==> src/hw/rtl/evth_pkg.sv <==
// Package: shared types, constants and the hexahedron corner lists for the volume unit.
package evth_pkg;

	localparam int COORD_BITS_DEF = 16;
	localparam int VOL_BITS = 60;
	localparam int NUM_TETS = 5;

	typedef struct packed {
		logic [15:0]        element_id;
		logic [2:0]         node_slot;
		logic signed [15:0] coord_x;
		logic signed [15:0] coord_y;
		logic signed [15:0] coord_z;
		logic [3:0]         nodes_per_element;
		logic               last_node;
	} node_beat_t;

	typedef struct packed {
		logic [15:0]        element_tag;
		logic signed [59:0] six_volume;
		logic               status;
	} result_beat_t;

	typedef enum logic [2:0] {
		ST_IDLE,
		ST_FETCH,
		ST_EDGE,
		ST_MUL1,
		ST_MUL2,
		ST_ACC,
		ST_OUT
	} evth_state_t;

	// Controller to datapath commands
	typedef struct packed {
		logic       store_we;
		logic       fetch;
		logic [2:0] tet_idx;
		logic       is_hex;
		logic       edge_en;
		logic       mul1_en;
		logic       mul2_en;
		logic       acc_clr;
		logic       acc_en;
	} evth_cmd_t;

	// Corner index of tetrahedron t, corner k (0 is apex)
	function automatic logic [2:0] tet_corner(input logic is_hex, input logic [2:0] t,
			input logic [1:0] k);
		logic [2:0] r;
		r = 3'(k);
		if (is_hex) begin
			case (t)
				3'd0: begin
					case (k)
						2'd0: r = 3'd0;
						2'd1: r = 3'd1;
						2'd2: r = 3'd3;
						default: r = 3'd4;
					endcase
				end
				3'd1: begin
					case (k)
						2'd0: r = 3'd1;
						2'd1: r = 3'd4;
						2'd2: r = 3'd5;
						default: r = 3'd6;
					endcase
				end
				3'd2: begin
					case (k)
						2'd0: r = 3'd3;
						2'd1: r = 3'd4;
						2'd2: r = 3'd6;
						default: r = 3'd7;
					endcase
				end
				3'd3: begin
					case (k)
						2'd0: r = 3'd1;
						2'd1: r = 3'd2;
						2'd2: r = 3'd3;
						default: r = 3'd6;
					endcase
				end
				default: begin
					case (k)
						2'd0: r = 3'd1;
						2'd1: r = 3'd4;
						2'd2: r = 3'd6;
						default: r = 3'd3;
					endcase
				end
			endcase
		end
		return r;
	endfunction

endpackage

==> src/hw/rtl/evth_ctrl.sv <==
// Controller: sequences corner loads and the per-tetrahedron triple product steps.
module evth_ctrl (
	input  logic                clk,
	input  logic                arst_n,
	input  logic                in_fire,
	input  logic                in_last,
	input  logic                in_ok,
	input  logic                in_hex,
	input  logic                out_free,
	output logic                in_rdy,
	output logic                out_load,
	output evth_pkg::evth_cmd_t cmd
);

	evth_pkg::evth_state_t state_q, state_d;
	logic [2:0] tet_q, tet_d;
	logic       hex_q, hex_d;

	// State register
	always_ff @(posedge clk or negedge arst_n) begin
		if (!arst_n) begin
			state_q <= evth_pkg::ST_IDLE;
			tet_q   <= 3'd0;
			hex_q   <= 1'b0;
		end else begin
			state_q <= state_d;
			tet_q   <= tet_d;
			hex_q   <= hex_d;
		end
	end

	// Next state and commands
	always_comb begin
		state_d      = state_q;
		tet_d        = tet_q;
		hex_d        = hex_q;
		in_rdy       = 1'b0;
		out_load     = 1'b0;
		cmd          = '0;
		cmd.tet_idx  = tet_q;
		cmd.is_hex   = hex_q;
		case (state_q)
			evth_pkg::ST_IDLE: begin
				in_rdy       = 1'b1;
				cmd.store_we = in_fire;
				cmd.acc_clr  = in_fire;
				if (in_fire && in_last) begin
					if (in_ok) begin
						tet_d   = 3'd0;
						hex_d   = in_hex;
						state_d = evth_pkg::ST_FETCH;
					end else begin
						state_d = evth_pkg::ST_OUT;
					end
				end
			end
			evth_pkg::ST_FETCH: begin
				cmd.fetch = 1'b1;
				state_d   = evth_pkg::ST_EDGE;
			end
			evth_pkg::ST_EDGE: begin
				cmd.edge_en = 1'b1;
				state_d     = evth_pkg::ST_MUL1;
			end
			evth_pkg::ST_MUL1: begin
				cmd.mul1_en = 1'b1;
				state_d     = evth_pkg::ST_MUL2;
			end
			evth_pkg::ST_MUL2: begin
				cmd.mul2_en = 1'b1;
				state_d     = evth_pkg::ST_ACC;
			end
			evth_pkg::ST_ACC: begin
				cmd.acc_en = 1'b1;
				if (hex_q && tet_q != 3'(evth_pkg::NUM_TETS - 1)) begin
					tet_d   = tet_q + 3'd1;
					state_d = evth_pkg::ST_FETCH;
				end else begin
					state_d = evth_pkg::ST_OUT;
				end
			end
			evth_pkg::ST_OUT: begin
				if (out_free) begin
					out_load = 1'b1;
					state_d  = evth_pkg::ST_IDLE;
				end
			end
			default: state_d = evth_pkg::ST_IDLE;
		endcase
	end

	// Loads only happen while the controller is idle
	a_we_idle: assert property (@(posedge clk) disable iff (!arst_n)
		cmd.store_we |-> state_q == evth_pkg::ST_IDLE)
		else $error("store write outside idle");
	// A tetrahedron only has one triple product
	a_tet_single: assert property (@(posedge clk) disable iff (!arst_n)
		(state_q == evth_pkg::ST_ACC && !hex_q) |=> state_q == evth_pkg::ST_OUT)
		else $error("tetrahedron looped");
	// Hex loop index stays in range
	a_tet_range: assert property (@(posedge clk) disable iff (!arst_n)
		tet_q < 3'(evth_pkg::NUM_TETS))
		else $error("tetra index out of range");
	// Result handed over only when output is free
	a_out_free: assert property (@(posedge clk) disable iff (!arst_n)
		out_load |-> out_free)
		else $error("result overwrite");

endmodule

==> config.mk <==
export PLATFORM = sky130hd
export DESIGN_NAME = evth_ctrl
export DESIGN_NICKNAME = d
export VERILOG_FILES = /design/src/hw/rtl/evth_pkg.sv /design/src/hw/rtl/evth_ctrl.sv
export SDC_FILE = /design/constraint.sdc
export NUM_CORES = 1
export LEC_CHECK = 0
export ABC_AREA = 1
export BUFFER_PORTS_ARGS = -buffer_cell sky130_fd_sc_hd__buf_2
export CORE_AREA = 4 4 41 43
export DETAILED_ROUTE_END_ITERATION = 8
export DIE_AREA = 0 0 45 47
export PLACE_DENSITY = 0.67
export SETUP_SLACK_MARGIN = 0.4
export SLEW_MARGIN = 20
export SYNTH_ARGS = -nofsm -noshare
export SYNTH_HDL_FRONTEND = slang
export SYNTH_SLANG_ARGS = --single-unit
==> constraint.sdc <==
create_clock -name clk -period 2.02 [get_ports clk]
set_input_delay 0.303 -clock clk [delete_from_list [all_inputs] [get_ports clk]]
set_output_delay 0.303 -clock clk [all_outputs]
set_load 0.005 [all_outputs]
==> reports/results.ini, run 1 <==
[finish]
instances_no_fill = 115
final_area_sq_um = 667
drive_gt1_frac = 0.340
antennaDiodeCount = 0
nets = 110
area_growth_pct = 26.9

[detailed_routing]
drt_first_pass_iters = 4
final_antenna_net_count = 0
vias_per_cell = 4.57
drc_errors = 0
drtIter0Drc = 5
wirelength_um = 1050
vias = 526
wl_per_cell_um = 9.10

[logic_synthesis]
synth_top_family_by_area = simple AND/OR/NAND/NOR gates
yosysUniqueCellTypes = 18
synth-simple-area-share = 0.402
synth_fa_ha_area_frac = 0.0476
syn_inst = 78
syn_area_sq_um = 526
yosysTopAreaCell = dfrtp_1
syn_nets = 87
ys_seq_elements = 7
synth_compound_area_frac = 0.0429
synth_top_area_frac = 0.333
synthTopCellsByArea = dfrtp_1, nand2_1, inv_1
seq_area_frac_synth = 0.333
synth_xor_area_frac = 0.0167
synthMuxAreaShare = 0
syn_area_per_cell_sq_um = 6.74
yosysWarnings = 0

[floorplan]
start_util = 0.404
dieArea_sq_um = 2120
die_y_um = 47
coreArea_sq_um = 1300
die_w_um = 45
row_count = 13
io_pins = 20

[sta]
rsz0062_at_grt = false
finalHoldViolCount = 0
finalCritPeriodShare = 0.742
setup_viol = 0
finalMaxSlewViolations = 0
min_period_ps = 1500
max_freq_mhz = 667
setup-tns-final_ps = 0
max_slew_margin = 0.824
worst_pin_slew_ps = 264
fin_skew_ps = 1.92

[setup_path]
worstSetupEndpointType = output pin
cp_max_fo = 6
required_ps = 1720
r2r-start = tet_q[0]$_DFFE_PN0P_
rrSetupSlack_ps = 710
worstPathArrival_ps = 1200
critical_path_class = reg -> out
critPathLaunchType = flip-flop
crit_start = state_q[2]$_DFFE_PN0P_
r2r_end = tet_q[0]$_DFFE_PN0P_
reg2regPathDepth = 8

[clocking]
clkLatencyLatePin_ps = 250
cts_sinks = 7
clk_path_buf_depth = 2
root_buffer = clkbuf_4
cts_tree = built
numCtsBuffers = 3
post_cts_buffers = 0
cts-htree-levels = 1
clk_pin_slew_worst_paths_ps = 50

[min_path]
min_path_type = in -> reg
hold_end = hex_q$_DFFE_PN0P_
whs_path_depth = 3
hp-start = in_hex

[placed_design]
dp_hpwl_um = 901
place.gp.congestion = 0.819
io_buffers = 19
post-place-cells = 110
placed_area_sq_um = 624

[grt]
antenna_found_initial = 0
grt_pass1_wl_um = 1680
grt_max_degree = 8
grt-ovfl-total = 0
grt_pass1_vias = 469
grt_use_total = 0.113

[run]
max_cap_violations = 0

[outcome]
status = complete, no violations

[pwr]
pwr_density_cell_nw_per_um2 = 1290
max-vdd-ir-drop_mv = 0.577
p_leak_nw = 0.453

stage by stage:
step,util,power [mW],hold slack (ps),setup WS [ps]
detailed placement,0.480,0.743,142,726
floorplan,-,0.615,7.41,791
finish,0.513,0.864,262,521
CTS,0.508,0.870,265,488
global route,0.513,0.956,280,402
global placement,0.480,0.736,142,776
cell type report:
type,count,area (sq um)
clock buffers,4,26.3
fillers,145,634
multi-input cells,51,274
inverters,18,67.6
flip-flops and latches,7,175
repair buffers,20,105
well taps,15,18.8
report_power, final:
group	switching, mW	total (mW)	internal, mW
sequential	0.0644	0.254	0.190
combinational	0.298	0.488	0.191
clock	0.0461	0.121	0.0750
total	0.408	0.864	0.455
worst max-delay path by stage:
stage	end	slack [ps]	cells after the start
floorplan	cmd[10]	790	4
global placement	out_load	780	3
detailed placement	tet_q[1]$_DFFE_PN0P_	730	8
CTS	out_load	490	3
global route	out_load	400	3
finish	cmd[4]	520	4
cells by family (layout without fill, tap and decap cells):
family / count (synthesis) / in the layout
AND/OR/NAND/NOR: 45 / 45
buffers and inverters: 20 / 42
flip-flops: 7 / 7
AO/OA/AOI/OAI: 3 / 3
adder cells (fa/ha/maj): 2 / 2
XOR/XNOR: 1 / 1
critical path, cell delays in order (launching register included):
cell and delay [ps]:
dfrtp_1 410, inv_1 210, nand3_1 160, inv_1 70
buf_2 100
layout by cell type, fill, tap and decap left out, drive strengths merged:
master,count
o21ai,3
nor2,6
nand2,29
dlygate4sd3,1
nand3,8
ha,2
inv,18
xor2,1
buf,19
nor4,1
clkbuf,4
dfrtp,7
nand4,1
Yosys cell counts, drive strengths merged:
master	number
nor4	1
nand4	1
nand3	8
nand2	29
dfrtp	7
ha	2
xor2	1
inv	18
o21ai	3
nor2	6
buf	2
routing by layer:
metal  part of all wire  vias up  global-route usage
li1                   -      278                   -
met4                  0        0              0.0292
met3              0.081        0              0.0613
met5                  0        -                   0
met1               0.44      233               0.124
met2               0.48       15               0.189
registers in the layout (all words and copies together) (netlist names):
name     count
hex_q        1
tet_q        3
state_q      3
repair_timing:
| action | CTS | global route |
|---|---|---|
| setup endpoints to repair | 0 | 1 |
| hold buffers | 1 | 0 |
| resized for setup | 0 | 1 |
| hold endpoints to repair | 7 | 0 |
Power figures use the tool's default switching activity.
==> inputs of run 2 (changes only) <==
==> constraint.sdc (replaced) <==
create_clock -name clk -period 1.48 [get_ports clk]
set_input_delay 0.222 -clock clk [delete_from_list [all_inputs] [get_ports clk]]
set_output_delay 0.222 -clock clk [all_outputs]
set_load 0.005 [all_outputs]
==> run 2 against run 1 <==
  * Largest cell class unchanged
  * Worst hold slack got worse by 90 ps
  * Flip-flop and latch count unchanged
  * Non-clock buffer count increased by 8
  * Critical path type unchanged
  * Critical path depth unchanged
  * Highest routed layer is now met4
  * Sequential share of layout area decreased by 3.3 points
  * First-iteration DRC count decreased by 40%
  * Clock skew increased by 2.4 ps
  * Sequential power increased by 33%
  * Worst setup slack got worse by 400 ps
  * Cell area increased by 16%
  * Global-route usage increased by 2.9 points
==> reports/results.ini, run 2 (same netlist as run 1, synthesis figures left out) <==
[detailed_routing]
drc_errors = 0  ; unchanged
vias_per_cell = 4.66  ; was 4.57
vias = 573  ; was 526
drtIter0Drc = 3  ; was 5
drt_first_pass_iters = 4  ; unchanged
final_antenna_net_count = 0  ; unchanged
wirelength_um = 1230  ; was 1050 um
wl_per_cell_um = 9.98  ; was 9.10 um

[finish]
final_cell_mix = nand2_1, buf_2, inv_1  ; unchanged
top_regs = state_q (3), tet_q (3), hex_q (1)  ; unchanged
area_growth_pct = 47.1  ; was 26.9%
fillCellCount = 128  ; was 145
nets = 118  ; was 110
instances_no_fill = 123  ; was 115
multi_input_area_sq_um = 304  ; was 274 sq um
antennaDiodeCount = 0  ; unchanged
mostFrequentLayoutCell = nand2_1  ; unchanged
seqCellArea_sq_um = 178  ; was 175 sq um
drive_gt1_frac = 0.472  ; was 0.340
final_area_sq_um = 773  ; was 667 sq um

[floorplan]
die_y_um = 47  ; unchanged
dieArea_sq_um = 2120  ; unchanged
die_w_um = 45  ; unchanged
coreArea_sq_um = 1300  ; unchanged
io_pins = 20  ; unchanged
start_util = 0.404  ; unchanged
row_count = 13  ; unchanged

[setup_path]
r2r_end = tet_q[0]$_DFFE_PN0P_  ; unchanged
slowest_delay_ps = 440  ; was 410 ps
reg2regPathDepth = 7  ; was 8
path_cells = nor2_4 -> nand2_4 -> inv_2 -> buf_2  ; was inv_1 -> nand3_1 -> inv_1 -> buf_2
critPathLaunchType = flip-flop  ; unchanged
required_ps = 1260  ; was 1720 ps
crit_slowest_cell = dfrtp_2  ; was dfrtp_1
critPathTopFamily = flip-flops  ; unchanged
critical_path_class = reg -> out  ; unchanged
worstSetupEndpointType = output pin  ; unchanged
r2r-start = state_q[1]$_DFFE_PN0P_  ; was tet_q[0]$_DFFE_PN0P_
crit_buf_inv = 2  ; was 3
rrSetupSlack_ps = 190  ; was 710 ps
cp_max_fo = 5  ; was 6
crit_cells = 4  ; unchanged
worstPathArrival_ps = 1140  ; was 1200 ps

[pwr]
p_leak_nw = 0.493  ; was 0.453 nW
pwr_density_cell_nw_per_um2 = 1840  ; was 1290 nW/um^2
max-vdd-ir-drop_mv = 0.802  ; was 0.577 mV

[sta]
worst_pin_slew_ps = 166  ; was 264 ps
fin_skew_ps = 4.34  ; was 1.92 ps
max_slew_margin = 0.888  ; was 0.824
finalMaxSlewViolations = 0  ; unchanged
fin_ws_ps = 117  ; was 521 ps
setup_viol = 0  ; unchanged
holdWs_ps = 172  ; was 262 ps
max_freq_mhz = 734
finalCritPeriodShare = 0.921
finalHoldViolCount = 0  ; unchanged
min_period_ps = 1360
rsz0062_at_grt = true  ; was false
setup-tns-final_ps = 0  ; unchanged

[grt]
grt-ovfl-total = 0  ; unchanged
antenna_found_initial = 0  ; unchanged
grt_pass1_wl_um = 2150  ; was 1680 um
grt_use_total = 0.141  ; was 0.113
grt_max_degree = 8  ; unchanged
grt_pass1_vias = 551  ; was 469

[placed_design]
placed_area_sq_um = 633  ; was 624 sq um
post-place-cells = 110  ; unchanged
dp_hpwl_um = 933  ; was 901 um
place_ws_ps = 240  ; was 726 ps
place.gp.congestion = 0.822  ; was 0.819
io_buffers = 19  ; unchanged

[run]
max_cap_violations = 0  ; unchanged

[clocking]
clk_pin_slew_worst_paths_ps = 50  ; about the same
clk_path_buf_depth = 2  ; unchanged
clkLatencyLatePin_ps = 250  ; about the same
cts-htree-levels = 1  ; unchanged
cts_tree = built  ; unchanged
cts_sinks = 7  ; unchanged
numCtsBuffers = 3  ; unchanged
root_buffer = clkbuf_4  ; unchanged

[outcome]
status = complete, no violations  ; unchanged

[min_path]
hold_end = hex_q$_DFFE_PN0P_  ; unchanged
min_path_type = in -> reg  ; unchanged
whs_path_depth = 3  ; unchanged
hp-start = in_hex  ; unchanged

-- run 2: what timing repair did --
action	4_1_cts	5_1_grt
hold buffers	1	0
endpoints found under the hold margin	7	0
pin swaps	1	2
resized for setup	4	7
endpoints found under the setup margin	16	18
buffers inserted	7	1
-- run 2: power by group --
part	total (mW)	switching, mW	internal (mW)
registers	0.337	0.0725	0.264
clock network	0.173	0.0701	0.103
logic	0.913	0.508	0.406
total	1.42	0.650	0.773
-- run 2: per-layer routing --
layer | vias up | share of wire | track usage
li1 | 292 | - | -
met1 | 256 | 0.40 | 0.143
met2 | 21 | 0.50 | 0.254
met3 | 4 | 0.072 | 0.0230
met4 | 0 | 0.030 | 0.117
met5 | - | 0 | 0
-- run 2: worst max-delay path by stage --
stage | from | endpoint | slack (ps)
2_1_floorplan | tet_q[0]$_DFFE_PN0P_ | tet_q[0]$_DFFE_PN0P_ | 330
3_3_place_gp | tet_q[0]$_DFFE_PN0P_ | tet_q[0]$_DFFE_PN0P_ | 270
3_5_place_dp | tet_q[0]$_DFFE_PN0P_ | tet_q[0]$_DFFE_PN0P_ | 240
4_1_cts | state_q[1]$_DFFE_PN0P_ | cmd[1] | 120
5_1_grt | state_q[0]$_DFFE_PN0P_ | in_rdy | 60
6_report | state_q[0]$_DFFE_PN0P_ | in_rdy | 120
-- run 2: worst register-to-register path: stages (launching register included) --
cell and delay, ps:
dfrtp_2 430, inv_1 140, nand3_2 110, buf_4 160, o21ai_2 160, nand2_2 80, nand2_1 60, nand2_1 40
-- run 2: per-stage QoR --
step                       util  total power, mW
after floorplan               -            0.854
after global routing      0.594             1.58
after detailed placement  0.487             1.04
final                     0.594             1.42
after CTS                 0.562             1.35
after global placement    0.487             1.02
-- run 2: layout make-up --
cell class / count / area share
clock buffer: 4 / 0.0340
inverter: 18 / 0.0874
multi-input combinational: 51 / 0.393
sequential: 7 / 0.230
tap: 15 / 0.0243
timing repair buffer: 28 / 0.231
==> inputs of run 3 (changes only) <==
==> constraint.sdc (replaced) <==
create_clock -name clk -period 1.6 [get_ports clk]
set_input_delay 0.24 -clock clk [delete_from_list [all_inputs] [get_ports clk]]
set_output_delay 0.24 -clock clk [all_outputs]
set_load 0.005 [all_outputs]
==> run 3 against run 2 <==
  * Cell area increased by 1.8%
  * Non-clock buffer count is 1 higher
  * Sequential power shrank 6.2%
  * Count of clock-buffer cells in the layout stayed put
  * Global-route usage fell by 0.18 points
  * Die area did not move
  * Total power down 4.0%
  * Clock skew up 0.66 ps
  * First-iteration DRC count rose to 3.0 times the previous value
  * Flip-flop and latch count stayed put
  * Worst hold slack improved by 13 ps
  * Routed wire length rose by 1.8%
  * Largest cell class unchanged
  * Highest routed layer unchanged
==> reports/results.ini, run 3 (same netlist as run 1, synthesis figures left out) <==
[finish]
mostFrequentLayoutCell = nand2_1  ; unchanged
antennaDiodeCount = 0  ; unchanged
fillCellCount = 130  ; was 128
instances_no_fill = 124  ; was 123
nets = 119  ; was 118
final_cell_mix = nand2_1, buf_2, inv_1  ; unchanged
area_growth_pct = 49.8  ; was 47.1%
drive_gt1_frac = 0.495  ; was 0.472
fin_util = 0.605  ; was 0.594
top_regs = state_q (3), tet_q (3), hex_q (1)  ; unchanged

[floorplan]
io_pins = 20  ; unchanged
die_w_um = 45  ; unchanged
row_count = 13  ; unchanged
dieArea_sq_um = 2120  ; unchanged
start_util = 0.404  ; unchanged
coreArea_sq_um = 1300  ; unchanged
die_y_um = 47  ; unchanged

[setup_path]
critical_path_class = reg -> out  ; unchanged
r2r_end = tet_q[0]$_DFFE_PN0P_  ; unchanged
worstSetupEndpointType = output pin  ; unchanged
critPathLaunchType = flip-flop  ; unchanged
crit_end = cmd[10]  ; was in_rdy
reg2regPathDepth = 7  ; unchanged
cp_max_fo = 3  ; was 5
r2r-start = state_q[0]$_DFFE_PN0P_  ; was state_q[1]$_DFFE_PN0P_
required_ps = 1360  ; was 1260 ps
worstPathArrival_ps = 1130  ; was 1140 ps
crit_start = state_q[1]$_DFFE_PN0P_  ; was state_q[0]$_DFFE_PN0P_
rrSetupSlack_ps = 390  ; was 190 ps

[sta]
fin_ws_ps = 234  ; was 117 ps
worst_pin_slew_ps = 176  ; was 166 ps
finalMaxSlewViolations = 0  ; unchanged
finalCritPeriodShare = 0.854
fin_skew_ps = 5.00  ; was 4.34 ps
setup-tns-final_ps = 0  ; unchanged
finalHoldViolCount = 0  ; unchanged
min_period_ps = 1370
rsz0062_at_grt = true  ; unchanged
max_freq_mhz = 732
setup_viol = 0  ; unchanged
max_slew_margin = 0.882  ; was 0.888

[detailed_routing]
drc_errors = 0  ; unchanged
drt_first_pass_iters = 4  ; unchanged
wl_per_cell_um = 10.1  ; was 9.98 um
drtIter0Drc = 9  ; was 3
final_antenna_net_count = 0  ; unchanged
vias_per_cell = 4.62  ; was 4.66
wirelength_um = 1250  ; was 1230 um
vias = 573  ; unchanged

[run]
max_cap_violations = 0  ; unchanged

[grt]
grt_use_total = 0.140  ; was 0.141
grt_pass1_wl_um = 2130  ; was 2150 um
grt_max_degree = 8  ; unchanged
grt-ovfl-total = 0  ; unchanged
grt_pass1_vias = 553  ; was 551
antenna_found_initial = 0  ; unchanged

[clocking]
cts-htree-levels = 1  ; unchanged
clkLatencyLatePin_ps = 250  ; about the same
numCtsBuffers = 3  ; unchanged
root_buffer = clkbuf_4  ; unchanged
cts_tree = built  ; unchanged
clk_pin_slew_worst_paths_ps = 60  ; was 50 ps
cts_sinks = 7  ; unchanged
clk_path_buf_depth = 2  ; unchanged

[placed_design]
io_buffers = 19  ; unchanged
place.gp.congestion = 0.845  ; was 0.822
post-place-cells = 110  ; unchanged
dp_hpwl_um = 886  ; was 933 um
place_ws_ps = 361  ; was 240 ps

[pwr]
p_leak_nw = 0.509  ; was 0.493 nW
pwr_density_cell_nw_per_um2 = 1740  ; was 1840 nW/um^2
max-vdd-ir-drop_mv = 0.754  ; was 0.802 mV

[min_path]
hp-start = in_hex  ; unchanged
min_path_type = in -> reg  ; unchanged

[outcome]
status = complete, no violations  ; unchanged

run 3: worst min-delay path by stage:
stage	to	slack, ps	cells past startpoint
final	hex_q$_DFFE_PN0P_	180	3
after global routing	hex_q$_DFFE_PN0P_	200	3
after CTS	hex_q$_DFFE_PN0P_	190	3
after detailed placement	hex_q$_DFFE_PN0P_	80	1
after global placement	tet_q[0]$_DFFE_PN0P_	80	1
after floorplan	hex_q$_DFFE_PN0P_	-60	0
run 3: critical path: stages (launching register included):
cell and delay, ps:
dfrtp_2 440, nor2_4 160, nand2_4 70, nor2_2 90, buf_2 120
run 3: cell type report:
| cell class | instances | area [sq um] | area share |
|---|---|---|---|
| Timing Repair Buffer | 29 | 180 | 0.229 |
| Clock buffer | 4 | 26.3 | 0.0334 |
| Sequential cell | 7 | 178 | 0.226 |
| Inverter | 18 | 67.6 | 0.0859 |
| Tap cell | 15 | 18.8 | 0.0238 |
| Multi-Input combinational cell | 51 | 317 | 0.402 |
run 3: routing by layer:
layer	global-route usage	vias up	share of wire
met1	0.159	259	0.42
met2	0.237	14	0.52
met4	0.0468	0	0.0080
met3	0.0575	2	0.046
li1	-	298	-
met5	0	-	0
run 3: power breakdown:
group	switching, mW	internal (mW)	total (mW)
clock	0.0672	0.0953	0.162
sequential	0.0719	0.244	0.316
combinational	0.484	0.403	0.887
total	0.623	0.743	1.37
run 3: through the flow:
| step | total power, mW | hold WS [ps] | area, sq um |
|---|---|---|---|
| 3_3_place_gp | 0.929 | 78.4 | 624 |
| 5_1_grt | 1.51 | 203 | 787 |
| 2_1_floorplan | 0.776 | -55.6 | 526 |
| 4_1_cts | 1.28 | 185 | 748 |
| 3_5_place_dp | 0.936 | 81.5 | 624 |
| 6_report | 1.37 | 185 | 787 |
run 3: what timing repair did:
action | CTS | global route
gates resized for setup | 9 | 7
endpoints found under the setup margin | 14 | 15
endpoints found under the hold margin | 7 | 0
buffers inserted | 8 | 1
pin swaps | 4 | 4
hold buffers | 1 | 0
